===== src/rtl/itpc_pkg.sv =====
`timescale 1ns / 1ps

package itpc_pkg;

   localparam int SAMPLE_BITS_DEFAULT = 12;
   localparam int TIME_BITS_DEFAULT   = 32;

   localparam int LEVEL_BITS = 12;
   localparam int DELAY_BITS = 16;

   localparam int CSR_INDEX_BITS = 3;
   localparam int CSR_DATA_BITS  = 16;

   localparam logic [LEVEL_BITS-1:0] OFF_LEVEL_RESET     = 12'd2100;
   localparam logic [LEVEL_BITS-1:0] ON_LEVEL_RESET      = 12'd2311;
   localparam logic [LEVEL_BITS-1:0] TRIGGER_LEVEL_RESET = 12'd1600;
   localparam logic [DELAY_BITS-1:0] SENSE_TIME_RESET    = 16'd1000;
   localparam logic [DELAY_BITS-1:0] PULSE_TIME_RESET    = 16'd500;

   typedef enum logic [CSR_INDEX_BITS-1:0] {
      CSR_OFF_LEVEL     = 3'd0,
      CSR_ON_LEVEL      = 3'd1,
      CSR_TRIGGER_LEVEL = 3'd2,
      CSR_SENSE_TIME    = 3'd3,
      CSR_PULSE_TIME    = 3'd4
   } csr_index_type;

endpackage


===== src/rtl/itpc_req_if.sv =====
`timescale 1ns / 1ps

interface itpc_req_if #(
   parameter int SAMPLE_BITS = itpc_pkg::SAMPLE_BITS_DEFAULT,
   parameter int TIME_BITS   = itpc_pkg::TIME_BITS_DEFAULT
);
   logic                   valid;
   logic                   ready;
   logic [SAMPLE_BITS-1:0] battery_sample;
   logic [SAMPLE_BITS-1:0] state_sample;
   logic [TIME_BITS-1:0]   now_ms;

   modport source (output valid, output battery_sample, output state_sample,
                   output now_ms, input ready);
   modport sink (input valid, input battery_sample, input state_sample,
                 input now_ms, output ready);
endinterface


===== src/rtl/itpc_rsp_if.sv =====
`timescale 1ns / 1ps

interface itpc_rsp_if;
   logic valid;
   logic ready;
   logic switch_drive;
   logic sensing_flag;
   logic switching_flag;

   modport source (output valid, output switch_drive, output sensing_flag,
                   output switching_flag, input ready);
   modport sink (input valid, input switch_drive, input sensing_flag,
                 input switching_flag, output ready);
endinterface


===== src/rtl/itpc_csr_if.sv =====
`timescale 1ns / 1ps

interface itpc_csr_if;
   logic                                valid;
   logic                                ready;
   logic [itpc_pkg::CSR_INDEX_BITS-1:0] index;
   logic [itpc_pkg::CSR_DATA_BITS-1:0]  data;

   modport source (output valid, output index, output data, input ready);
   modport sink (input valid, input index, input data, output ready);
endinterface


===== src/rtl/inverter_toggle_pulse_controller.sv =====
`timescale 1ns / 1ps

// An accepted item is held in the input register and its result is written to the output
// register. One item per cycle while results are taken (rsp_ch.ready); an input register
// and an output register split the two handshakes, and the state update is a single pass
// of compares and two subtractors.
// Reset (synchronous, active high) empties both registers, clears sensing and pulse
// state and loads the default thresholds and delays.
module inverter_toggle_pulse_controller #(
   parameter int SAMPLE_BITS = itpc_pkg::SAMPLE_BITS_DEFAULT,
   parameter int TIME_BITS   = itpc_pkg::TIME_BITS_DEFAULT
) (
   input logic       clock,
   input logic       reset,
   itpc_req_if.sink  req_ch,
   itpc_rsp_if.source rsp_ch,
   itpc_csr_if.sink  csr_ch
);

   localparam int CMP_BITS = (TIME_BITS > itpc_pkg::DELAY_BITS) ?
                             TIME_BITS : itpc_pkg::DELAY_BITS;

   // Configuration registers
   logic [itpc_pkg::LEVEL_BITS-1:0] off_level_ff, on_level_ff, trigger_level_ff;
   logic [itpc_pkg::DELAY_BITS-1:0] sense_time_ff, pulse_time_ff;

   // Input register
   logic                   in_valid_ff;
   logic [SAMPLE_BITS-1:0] bat_ff, st_ff;
   logic [TIME_BITS-1:0]   now_ff;

   // Controller state
   logic                 sensing_ff, sensing_in;
   logic                 switching_ff, switching_in;
   logic [TIME_BITS-1:0] sense_start_ff, sense_start_in;
   logic [TIME_BITS-1:0] pulse_start_ff, pulse_start_in;

   // Output register
   logic rsp_valid_ff;
   logic switching_out_ff, sensing_out_ff;

   logic                   stage_fire, in_fire, out_free;
   logic [SAMPLE_BITS-1:0] offl, onl, trig;
   logic                   low_cond, high_cond;
   logic                   start_sense, sensing_mid, confirm, turn_on, pulse_new, switching_mid;
   logic [TIME_BITS-1:0]   sense_elapsed, pulse_elapsed;

   assign out_free      = !rsp_valid_ff || rsp_ch.ready;
   assign stage_fire    = in_valid_ff && out_free;
   assign req_ch.ready  = !in_valid_ff || out_free;
   assign in_fire       = req_ch.valid && req_ch.ready;
   assign csr_ch.ready  = 1'b1;

   always_ff @(posedge clock) begin
      if (reset) begin
         off_level_ff     <= itpc_pkg::OFF_LEVEL_RESET;
         on_level_ff      <= itpc_pkg::ON_LEVEL_RESET;
         trigger_level_ff <= itpc_pkg::TRIGGER_LEVEL_RESET;
         sense_time_ff    <= itpc_pkg::SENSE_TIME_RESET;
         pulse_time_ff    <= itpc_pkg::PULSE_TIME_RESET;
      end else if (csr_ch.valid) begin
         case (itpc_pkg::csr_index_type'(csr_ch.index))
            itpc_pkg::CSR_OFF_LEVEL: begin
               off_level_ff <= csr_ch.data[itpc_pkg::LEVEL_BITS-1:0];
            end
            itpc_pkg::CSR_ON_LEVEL: begin
               on_level_ff <= csr_ch.data[itpc_pkg::LEVEL_BITS-1:0];
            end
            itpc_pkg::CSR_TRIGGER_LEVEL: begin
               trigger_level_ff <= csr_ch.data[itpc_pkg::LEVEL_BITS-1:0];
            end
            itpc_pkg::CSR_SENSE_TIME: begin
               sense_time_ff <= csr_ch.data[itpc_pkg::DELAY_BITS-1:0];
            end
            itpc_pkg::CSR_PULSE_TIME: begin
               pulse_time_ff <= csr_ch.data[itpc_pkg::DELAY_BITS-1:0];
            end
            default: begin
            end
         endcase
      end
   end

   always_ff @(posedge clock) begin
      if (reset) begin
         in_valid_ff <= 1'b0;
      end else if (req_ch.ready) begin
         in_valid_ff <= req_ch.valid;
      end
   end

   always_ff @(posedge clock) begin
      if (in_fire) begin
         bat_ff <= req_ch.battery_sample;
         st_ff  <= req_ch.state_sample;
         now_ff <= req_ch.now_ms;
      end
   end

   always_comb begin
      offl = SAMPLE_BITS'(off_level_ff);
      onl  = SAMPLE_BITS'(on_level_ff);
      trig = SAMPLE_BITS'(trigger_level_ff);

      low_cond  = (bat_ff <= offl) && (st_ff <= trig);
      high_cond = (bat_ff >= onl) && (st_ff >= trig);

      start_sense = !switching_ff && !sensing_ff && low_cond;
      // A start in this item means zero elapsed time.
      sense_elapsed = start_sense ? '0 : (now_ff - sense_start_ff);
      confirm = (sensing_ff || start_sense) &&
                (CMP_BITS'(sense_elapsed) >= CMP_BITS'(sense_time_ff));
      sensing_mid = (sensing_ff || start_sense) && !confirm;

      turn_on   = !(switching_ff || (confirm && low_cond)) && high_cond;
      pulse_new = (confirm && low_cond) || turn_on;
      switching_mid = switching_ff || pulse_new;

      pulse_elapsed = pulse_new ? '0 : (now_ff - pulse_start_ff);

      sensing_in     = sensing_mid;
      switching_in   = switching_mid &&
                       !(CMP_BITS'(pulse_elapsed) >= CMP_BITS'(pulse_time_ff));
      sense_start_in = start_sense ? now_ff : sense_start_ff;
      pulse_start_in = pulse_new ? now_ff : pulse_start_ff;
   end

   always_ff @(posedge clock) begin
      if (reset) begin
         sensing_ff     <= 1'b0;
         switching_ff   <= 1'b0;
         sense_start_ff <= '0;
         pulse_start_ff <= '0;
      end else if (stage_fire) begin
         sensing_ff     <= sensing_in;
         switching_ff   <= switching_in;
         sense_start_ff <= sense_start_in;
         pulse_start_ff <= pulse_start_in;
      end
   end

   always_ff @(posedge clock) begin
      if (reset) begin
         rsp_valid_ff <= 1'b0;
      end else if (out_free) begin
         rsp_valid_ff <= in_valid_ff;
      end
   end

   always_ff @(posedge clock) begin
      if (stage_fire) begin
         switching_out_ff <= switching_in;
         sensing_out_ff   <= sensing_in;
      end
   end

   assign rsp_ch.valid          = rsp_valid_ff;
   assign rsp_ch.switch_drive   = switching_out_ff;
   assign rsp_ch.switching_flag = switching_out_ff;
   assign rsp_ch.sensing_flag   = sensing_out_ff;

   // Sensing only ever starts from the idle condition.
   a_sense_from_idle: assert property (@(posedge clock) disable iff (reset)
      $rose(sensing_ff) |-> !$past(switching_ff))
      else $error("sensing started while a pulse was running");

   // Controller state moves only when an item passes through the stage.
   a_state_hold: assert property (@(posedge clock) disable iff (reset)
      !stage_fire |=> ($stable(sensing_ff) && $stable(switching_ff) &&
                       $stable(sense_start_ff) && $stable(pulse_start_ff)))
      else $error("controller state changed without an item");

   // Every processed item lands in the output register.
   a_result_follows: assert property (@(posedge clock) disable iff (reset)
      stage_fire |=> rsp_valid_ff)
      else $error("processed item produced no result");

   // The result reflects the state written with it.
   a_result_matches_state: assert property (@(posedge clock) disable iff (reset)
      stage_fire |=> (switching_out_ff == switching_ff && sensing_out_ff == sensing_ff))
      else $error("result does not match the updated state");

   // A held result blocks the stage, so the input register must not be overwritten.
   a_no_overwrite: assert property (@(posedge clock) disable iff (reset)
      (in_valid_ff && rsp_valid_ff && !rsp_ch.ready) |-> !req_ch.ready)
      else $error("input register accepted an item while full and stalled");

endmodule


===== src/flat_wrapper.sv =====
// flat-port wrapper written by rule: the top's interface ports become plain ports
module inverter_toggle_pulse_controller_flat 
#(
   parameter int SAMPLE_BITS = itpc_pkg::SAMPLE_BITS_DEFAULT,
   parameter int TIME_BITS   = itpc_pkg::TIME_BITS_DEFAULT
)
  (clock, reset, req_ch_valid, req_ch_battery_sample, req_ch_state_sample, req_ch_now_ms, req_ch_ready, rsp_ch_valid, rsp_ch_switch_drive, rsp_ch_sensing_flag, rsp_ch_switching_flag, rsp_ch_ready, csr_ch_valid, csr_ch_index, csr_ch_data, csr_ch_ready);
  itpc_req_if #(.SAMPLE_BITS(SAMPLE_BITS), .TIME_BITS(TIME_BITS)) req_ch_i ();
  itpc_rsp_if rsp_ch_i ();
  itpc_csr_if csr_ch_i ();
  input logic clock;
  input logic reset;
  input wire logic [$bits(req_ch_i.valid)-1:0] req_ch_valid;
  input wire logic [$bits(req_ch_i.battery_sample)-1:0] req_ch_battery_sample;
  input wire logic [$bits(req_ch_i.state_sample)-1:0] req_ch_state_sample;
  input wire logic [$bits(req_ch_i.now_ms)-1:0] req_ch_now_ms;
  output wire logic [$bits(req_ch_i.ready)-1:0] req_ch_ready;
  output wire logic [$bits(rsp_ch_i.valid)-1:0] rsp_ch_valid;
  output wire logic [$bits(rsp_ch_i.switch_drive)-1:0] rsp_ch_switch_drive;
  output wire logic [$bits(rsp_ch_i.sensing_flag)-1:0] rsp_ch_sensing_flag;
  output wire logic [$bits(rsp_ch_i.switching_flag)-1:0] rsp_ch_switching_flag;
  input wire logic [$bits(rsp_ch_i.ready)-1:0] rsp_ch_ready;
  input wire logic [$bits(csr_ch_i.valid)-1:0] csr_ch_valid;
  input wire logic [$bits(csr_ch_i.index)-1:0] csr_ch_index;
  input wire logic [$bits(csr_ch_i.data)-1:0] csr_ch_data;
  output wire logic [$bits(csr_ch_i.ready)-1:0] csr_ch_ready;
  assign req_ch_i.valid = req_ch_valid;
  assign req_ch_i.battery_sample = req_ch_battery_sample;
  assign req_ch_i.state_sample = req_ch_state_sample;
  assign req_ch_i.now_ms = req_ch_now_ms;
  assign req_ch_ready = req_ch_i.ready;
  assign rsp_ch_valid = rsp_ch_i.valid;
  assign rsp_ch_switch_drive = rsp_ch_i.switch_drive;
  assign rsp_ch_sensing_flag = rsp_ch_i.sensing_flag;
  assign rsp_ch_switching_flag = rsp_ch_i.switching_flag;
  assign rsp_ch_i.ready = rsp_ch_ready;
  assign csr_ch_i.valid = csr_ch_valid;
  assign csr_ch_i.index = csr_ch_index;
  assign csr_ch_i.data = csr_ch_data;
  assign csr_ch_ready = csr_ch_i.ready;
  inverter_toggle_pulse_controller #(.SAMPLE_BITS(SAMPLE_BITS), .TIME_BITS(TIME_BITS)) u_core (.clock(clock), .reset(reset), .req_ch(req_ch_i), .rsp_ch(rsp_ch_i), .csr_ch(csr_ch_i));
endmodule

===== config.mk =====
export PLATFORM = sky130hd
export DESIGN_NAME = inverter_toggle_pulse_controller_flat
export DESIGN_NICKNAME = d
export VERILOG_FILES = /design/src/rtl/itpc_pkg.sv /design/src/rtl/itpc_req_if.sv /design/src/rtl/itpc_rsp_if.sv /design/src/rtl/itpc_csr_if.sv /design/src/rtl/inverter_toggle_pulse_controller.sv /design/src/flat_wrapper.sv
export SDC_FILE = /design/constraint.sdc
export NUM_CORES = 1
export LEC_CHECK = 0
export BUFFER_PORTS_ARGS = -buffer_cell sky130_fd_sc_hd__buf_2
export CAP_MARGIN = 20
export CORE_MARGIN = 5
export CORE_UTILIZATION = 40
export DETAILED_ROUTE_END_ITERATION = 10
export RECOVER_POWER = 50
export SLEW_MARGIN = 20
export SYNTH_ARGS = -nofsm -noshare
export SYNTH_HDL_FRONTEND = slang
export SYNTH_SLANG_ARGS = --single-unit

===== constraint.sdc =====
create_clock -name clock -period 10.55 [get_ports clock]
set_input_delay 0.5275 -clock clock [delete_from_list [all_inputs] [get_ports clock]]
set_output_delay 0.5275 -clock clock [all_outputs]
set_load 0.02 [all_outputs]

# After elaboration in Yosys (flattened, before gate mapping)
# Cells that the tools add are included.
op_classes:
  add_sub_neg: 2
  n_lt_le_gt_ge: 6
  n_eq_ne: 4
  mux: 2
  n_reduce_logical: 32
op_table:
  columns: ["op", "count"]
  rows:
  - ["greater-or-equal comparator 32 x 16 -> 1 bit", 2]
  - ["2-to-1 mux 32 bit", 2]
  - ["subtractor 32 bit", 2]
  - ["greater-or-equal comparator 12 bit", 2]
  - ["<= comparator 12 bit", 2]
  - ["AND reduction 2 bit", 7]
  - ["logical AND 1 bit", 11]
  - ["logical NOT 1 bit", 7]
  - ["== test 3 x 2 -> 1 bit, second input constant", 2]
  - ["logical OR 1 bit", 6]
  - ["== test 3 x 1 -> 1 bit, second input constant", 1]
  - ["== test 3 bit, second input constant", 1]
  - ["logical NOT 3 bit", 1]
totals:
  reg_bits: 194
  out_inout_bits: 6
  word_cells: 62

# Longest topological paths before layout
# Gate-level depths: netlist of run 1.
logic_depth:
  depth_word: 15
  depth_mapped: 36
  mapped_depth_nobuf: 34

# Worst setup path after synthesis of run 1
# OpenSTA, ideal clock, no wires.
synth_path:
  path_kind: "register to register"
  start: "register u_core.trigger_level_ff, in the netlist u_core.trig[5]"
  end: "register u_core.switching_ff"
  setup_time_ns: 0.101
  t_arrival_ns: 6.484
  required_time_ns: 10.449
  slack_ns: 3.965
  stages_incl_launch_ff: 37
  synth_period_minus_slack_ns: 6.585
  path_cell_list: "dfxtp_1 -> inv_1 -> ha_1 -> a21o_1 -> a21o_1 -> a21o_1 -> a21oi_1 -> o221ai_1 -> a22oi_1 -> nor2b_1 -> nor2b_1 -> clkbuf_1 -> nor2_1 -> ha_1 -> a21o_1 -> a21o_1 -> a221oi_1 -> o31a_1 -> nand3_1 -> mux2i_1 -> nand4_1 -> a2111o_1 -> a31o_1 -> buf_6 -> or2_1 -> ha_1 -> nand2b_1 -> a21o_1 -> a21o_1 -> a21oi_1 -> nor2b_1 -> o21ai_0 -> nand2b_1 -> a211oi_1 -> o21a_1 -> o21ai_0 -> o41ai_1"
synth_via:
  elab_chain_cells: 15
  word_cells_on_any_way: 19
  classes_between: "4 x order compare; 2 x mux; 13 x reduce/logical"
synth_rtl:
  columns: ["element", "line_no", "source"]
  rows:
  - ["from (decl)", "inverter_toggle_pulse_controller.sv:24", "logic [itpc_pkg::LEVEL_BITS-1:0] off_level_ff, on_level_ff, trigger_level_ff;"]
  - ["from (signal assigned)", "inverter_toggle_pulse_controller.sv:58", "trigger_level_ff <= itpc_pkg::TRIGGER_LEVEL_RESET;"]
  - ["from (signal assigned)", "inverter_toggle_pulse_controller.sv:70", "trigger_level_ff <= csr_ch.data[itpc_pkg::LEVEL_BITS-1:0];"]
  - ["<= comparator 12 bit", "inverter_toggle_pulse_controller.sv:105", "low_cond = (bat_ff <= offl) && (st_ff <= trig);"]
  - ["logical AND 1 bit", "inverter_toggle_pulse_controller.sv:105", null]
  - ["logical AND 1 bit", "inverter_toggle_pulse_controller.sv:108", "start_sense = !switching_ff && !sensing_ff && low_cond;"]
  - ["2-to-1 mux 32 bit", "inverter_toggle_pulse_controller.sv:110", "sense_elapsed = start_sense ? '0 : (now_ff - sense_start_ff);"]
  - ["greater-or-equal comparator 32 x 16 -> 1 bit", "inverter_toggle_pulse_controller.sv:112", "(CMP_BITS'(sense_elapsed) >= CMP_BITS'(sense_time_ff));"]
  - ["logical AND 1 bit", "inverter_toggle_pulse_controller.sv:111", "confirm = (sensing_ff || start_sense) &&"]
  - ["logical AND 1 bit", "inverter_toggle_pulse_controller.sv:115, inverter_toggle_pulse_controller.sv:116", null]
  - ["logical OR 1 bit", "inverter_toggle_pulse_controller.sv:115", "turn_on = !(switching_ff || (confirm && low_cond)) && high_cond;"]
  - ["logical NOT 1 bit", "inverter_toggle_pulse_controller.sv:115", null]
  - ["logical AND 1 bit", "inverter_toggle_pulse_controller.sv:115", null]
  - ["logical OR 1 bit (*)", "inverter_toggle_pulse_controller.sv:116", "pulse_new = (confirm && low_cond) || turn_on;"]
  - ["2-to-1 mux 32 bit", "inverter_toggle_pulse_controller.sv:119", "pulse_elapsed = pulse_new ? '0 : (now_ff - pulse_start_ff);"]
  - ["greater-or-equal comparator 32 x 16 -> 1 bit", "inverter_toggle_pulse_controller.sv:123", "!(CMP_BITS'(pulse_elapsed) >= CMP_BITS'(pulse_time_ff));"]
  - ["logical NOT 1 bit", "inverter_toggle_pulse_controller.sv:123", null]
  - ["logical AND 1 bit (*)", "inverter_toggle_pulse_controller.sv:122", "switching_in = switching_mid &&"]
  - ["to (signal assigned)", "inverter_toggle_pulse_controller.sv:136", "switching_ff <= switching_in;"]
  - ["to (decl)", "inverter_toggle_pulse_controller.sv:34", "logic switching_ff, switching_in;"]
# Every way passes the cells marked *; elsewhere a longest branch is shown, timed or not.
# A chain may end at the register's enable or synchronous reset.

# Worst setup path after layout of run 1
# Ends and elaborated chain as after synthesis.

==> metrics.txt, run 1 <==
Die Ht=186 um; CTS tree=yes; largest area contributor in the netlist=dfxtp_1; Netlist Area Pre-Place=12300 um^2; drt pass-1 iters=5; vias in the first global route=9416; crit-path max cell delay=830 ps; HP Class=in -> reg; top-count cell post-synth=nand2_1; status=complete, but fails checks; Root Buffer=clkbuf_16; Clock Skews=18.0 ps; Rows=64; FF+latch count, synth=194; Clock Power Share=0.347; Slew Limit Headroom=-1.84; switching pwr=619 uW; Final TNS setup=0 ps; Final Setup Violations=0; Leakage=0.00562 uW; clk slew on worst S/H paths=80 ps; Iteration-0 DRC Markers=583; Design Power=1940 uW; final std cells w/o fill=1935; Core ar.=30500 um^2; Max VDD drop=123 uV; post-cts gate resize count=0; Slowest-stage cell, CP=nor2b_1; Pins Over Slew Limit=229; design area=13600 um^2; YS warnings=0; number of diodes=0; DR DRC count=0; post-layout net count=1738; Port Buffers=84; register area share after synthesis=0.362; Yosys top cell area share=0.221; list of most frequent post-synthesis cells=nand2_1, a21oi_1, inv_1, dfxtp_1, ha_1; initial antenna violation count=0; worst-margin pin slew=4250 ps; Post-Synthesis Cells=1480; critical path class=reg -> reg; R2R Setup Slk=2990 ps; Worst Hold Endpoint=u_core.now_ff[0]; critical hold path startpoint=req_ch_now_ms[0]; boundary pin count=86; Die ar.=34500 um^2; sw frac=0.319; failing checks=capacitance limit, slew limit; Die Width=186 um; clk buf depth=2; reg-to-reg startpoint=u_core.trig[5]; Min-Delay Path Depth=1; total vias in the final route=10076; Worst Path Max Fanout=15; routed wire length=30400 um; post-placement cell count=1903; RR Endpoint=u_core.switching_ff; per-cell routed wire length=15.7 um; ranking of synthesized cells by area=dfxtp_1, edfxtp_1, ha_1; routed vias/inst=5.21; Hold Vio Cnt, Final=0; Layout area overhead=10.2%; CTS buffer count=17; DP HPWL=22700 um; CTS hold repair buffers=0; post-placement cell area=13000 um^2; Worst R2R Path Depth=34; Avg Cell Area, Syn=8.34 um^2; Top cell by count, worst path=a21o_1; Starting Density=0.405; largest net degree at the start of global routing=110; # H-tree levels=4; Routed Antenna Nets=0; clk_lat worst skew=460 ps; commonest register cell after synthesis=dfxtp_1; RSZ-0062 raised after global routing=false; first-pass GRT wire length=48700 um; max frequency=0.132 GHz; distinct cell type count after synthesis=67; crit path DAT=7900 ps; Post-synth EDFFs=58; GPL Wtd Cong=0.922; minimum clock period after layout=7560 ps; final period utilization=0.717; Comb power frac=0.227; Int Power=1320 uW; WHS=241 ps; All-Layer GR Usage=0.177; Post-synth ARST share=0; Worst setup SP type=register; share of cells above drive strength 1=0.0812; Post-CTS Setup Bufs=0; pwr dens=143 nW/um^2; max cap viols=3; syn nets=1692; clk sinks=194; Crit. End Element=register; Reg power frac=0.425; total gr overflow=0; Worst Path Required=10890 ps
[area by class of cell]
class,instances,area [um^2]
sequential,194,4460
tap,396,495
fill,2992,16900
multi-input combinational,1079,7040
timing repair buffer,90,447
inverter,144,541
clock inverter,13,151
clock buffer,19,464
[placed cells by master, fill, tap and decap left out, drive strengths merged, types with 37 or more instances in the layout]
cell type	count
nand2	237
a21oi	156
inv	152
dfxtp	136
ha	130
nor2	84
buf	81
nand2b	78
edfxtp	58
o21ai	47
mux2i	37
[per-layer routing]
metal	up-vias	wire length, um	part of all wire	GRT usage
met3	24	1100	0.036	0.0309
li1	5192	-	-	-
met1	4675	14500	0.48	0.243
met2	185	14400	0.47	0.295
met4	0	342	0.011	0.0388
met5	-	0	0	0
[critical path: cells and delay by family (launching register included)]
family          cells  cell delay, ps
flops               1             340
fa+ha+maj           3             890
simple gates        9            1880
mux                 1             150
buf+inv             1              50
compound gates     20            4130
[cell families (layout without fill, tap and decap cells)]
family,Yosys count,in the layout,synth area share
buffers and inverters,207,266,0.0683
xor gates and xnor gates,47,47,0.0334
other,1,1,0.000304
adders and majority gates,132,132,0.135
muxes,37,37,0.0300
AOI/OAI and AO/OA,341,341,0.171
DFF,194,194,0.362
and+or+nand+nor,521,521,0.201
[worst max-delay path by stage]
stage                               from             endpoint
after global routing      u_core.trig[5]  u_core.switching_ff
after floorplan           u_core.trig[5]  u_core.switching_ff
after CTS                 u_core.trig[5]  u_core.switching_ff
after detailed placement  u_core.trig[5]  u_core.switching_ff
after global placement    u_core.trig[5]  u_core.switching_ff
final                     u_core.trig[5]  u_core.switching_ff
[registers in the layout, indices dropped and copies added, names as in the netlist, 12 cells and up]
register / cells
u_core.pulse_start_ff: 32
u_core.now_ff: 32
u_core.bat_ff: 12
u_core.off_level_ff: 12
u_core.sense_start_ff: 32
u_core.pulse_time_ff: 16
u_core.on_level_ff: 12
u_core.sense_time_ff: 16
u_core.st_ff: 12
u_core.trig: 12
[through the flow]
stage | worst slack [ps] | utilization
final | 2990 | 0.446
after detailed placement | 3030 | 0.426
after global routing | 2250 | 0.446
after global placement | 3270 | 0.426
after floorplan | 3960 | -
after CTS | 3010 | 0.447
[power by group through the flow]
stage          combinational (uW)  sequential (uW)  clock, uW
2_1_floorplan                 329              835          0
3_3_place_gp                  432              842          0
3_5_place_dp                  439              843          0
4_1_cts                       443              825        693
5_1_grt                       499              830        726
6_report                      442              826        674
Power figures use the tool's default switching activity.
==> inputs of run 2 (changes only) <==
==> constraint.sdc (replaced) <==
create_clock -name clock -period 7.42 [get_ports clock]
set_input_delay 0.371 -clock clock [delete_from_list [all_inputs] [get_ports clock]]
set_output_delay 0.371 -clock clock [all_outputs]
set_load 0.02 [all_outputs]
==> metrics.txt, run 2 (synthesized netlist as in run 1, its figures left out) <==
Hold Vio Cnt, Final=0 (unchanged); critical path class=reg -> reg; Iteration-0 DRC Markers=642 (+10%); final std cells w/o fill=1936 (+0.052%); clk sinks=194 (unchanged); post-layout net count=1738 (unchanged); minimum clock period after layout=6850 ps (-714 ps); Top cell by count, worst path=a21o_1; CTS tree=yes; RSZ-0062 raised after global routing=false; Pins Over Slew Limit=126 (-45%); Slowest-stage cell, CP=dfxtp_1; All-Layer GR Usage=0.179 (+0.00164); Final Setup Violations=0 (unchanged); CTS hold repair buffers=0 (unchanged); Worst setup SP type=register; design area=13600 um^2 (-0.18%); most frequent cells in the layout=nand2_1, a21oi_1, inv_1, dfxtp_1, ha_1; DP HPWL=22900 um (+0.70%); vias in the first global route=9373 (-0.46%); Setup WS post-layout=573 ps (-2420 ps); Largest regs=u_core.now_ff x32, u_core.pulse_start_ff x32, u_core.sense_start_ff x32; total gr overflow=0 (unchanged); pwr dens=201 nW/um^2 (+41%); Routed Antenna Nets=0 (unchanged); crit-path max cell delay=330 ps (-500 ps); HP Class=in -> reg; commonest non-fill, non-tap cell in the layout=nand2_1; GPL Wtd Cong=0.915 (-0.75%); # H-tree levels=4 (unchanged); Slew Limit Headroom=-1.29 (+0.546); Root Buffer=clkbuf_16; Post-Place Setup Slack=540 ps (-2490 ps); crit path DAT=7220 ps (-680 ps); Clock Skews=17.1 ps (-0.933 ps); clk_lat worst skew=470 ps (about the same); crit path from=u_core.trig[5]; reg-to-reg startpoint=u_core.trig[5]; critical hold path startpoint=req_ch_now_ms[9]; initial antenna violation count=3 (+3); first-pass GRT wire length=48600 um (-0.11%); Die Width=186 um (unchanged); CTS buffer count=17 (unchanged); status=complete, but fails checks; post-placement cell count=1903 (unchanged); Layout area overhead=10.0%; Rows=64 (unchanged); drt pass-1 iters=7 (+2); routed vias/inst=5.24 (+0.62%); final period utilization=0.923 (+0.206); clk buf depth=2 (unchanged); Max VDD drop=174 uV (+42%); Crit. End Element=register; R2R Setup Slk=570 ps (-2420 ps); Top delay family on crit path=compound AO/OA/AOI/OAI gates; Port Buffers=84 (unchanged); largest net degree at the start of global routing=103 (-6.4%); Die ar.=34500 um^2 (unchanged); share of cells above drive strength 1=0.0819 (+0.000650); Worst Path Max Fanout=15 (unchanged); worst-margin pin slew=3440 ps (-819 ps); failing checks=capacitance limit, slew limit; Die Ht=186 um (unchanged); total vias in the final route=10144 (+0.67%); per-cell routed wire length=16.0 um (+1.5%); max cap viols=2 (-1); Final TNS setup=0 ps (unchanged); max frequency=0.146 GHz (+10%); post-placement cell area=13000 um^2 (unchanged); Core ar.=30500 um^2 (unchanged); Leakage=0.00561 uW (-0.16%); Starting Density=0.405 (unchanged); boundary pin count=86 (unchanged); DR DRC count=0 (unchanged); clk slew on worst S/H paths=80 ps (about the same); Worst Path Required=7790 ps (-3100 ps); routed wire length=30900 um (+1.6%); CP Buf/Inv Count=2 (+1)
-- run 2: path summary, 6_finish.rpt --
kind                               to  depth (start not counted)
max               u_core.switching_ff                         35
min                  u_core.now_ff[9]                          1
max reg2reg       u_core.switching_ff                         35
min reg2reg  u_core.sense_start_ff[8]                          2
-- run 2: stage by stage --
stage	util	power [uW]	hold slack, ps
after floorplan	-	1650	436
final	0.445	2730	75.5
after global placement	0.426	1810	442
after detailed placement	0.426	1820	447
after global routing	0.445	2880	52.5
after CTS	0.445	2760	53.8
-- run 2: power by group --
part           switching [uW]  internal (uW)  total (uW)
Clock                     450            479         929
Combinational             374            256         630
Sequential               33.3           1140        1170
-- run 2: area by class of cell --
type | instances | area [um^2]
flip-flops and latches | 194 | 4460
clock buffers | 23 | 489
inverters | 144 | 541
diodes | 1 | 2.50
well taps | 396 | 495
clock inverters | 9 | 85.1
fillers | 3053 | 16900
repair buffers | 90 | 453
multi-input cells | 1079 | 7050
-- run 2: routing by layer --
layer	wire length (um)	track usage	up-vias
met5	26	0	-
met2	14400	0.290	177
met3	1130	0.0336	39
met1	14800	0.242	4752
li1	-	-	5172
met4	559	0.0583	4
-- run 2: repair_timing --
action                     in CTS  in global routing
setup buffers                   0                  0
gates resized for setup         0                  1
setup endpoints to repair       0                  1
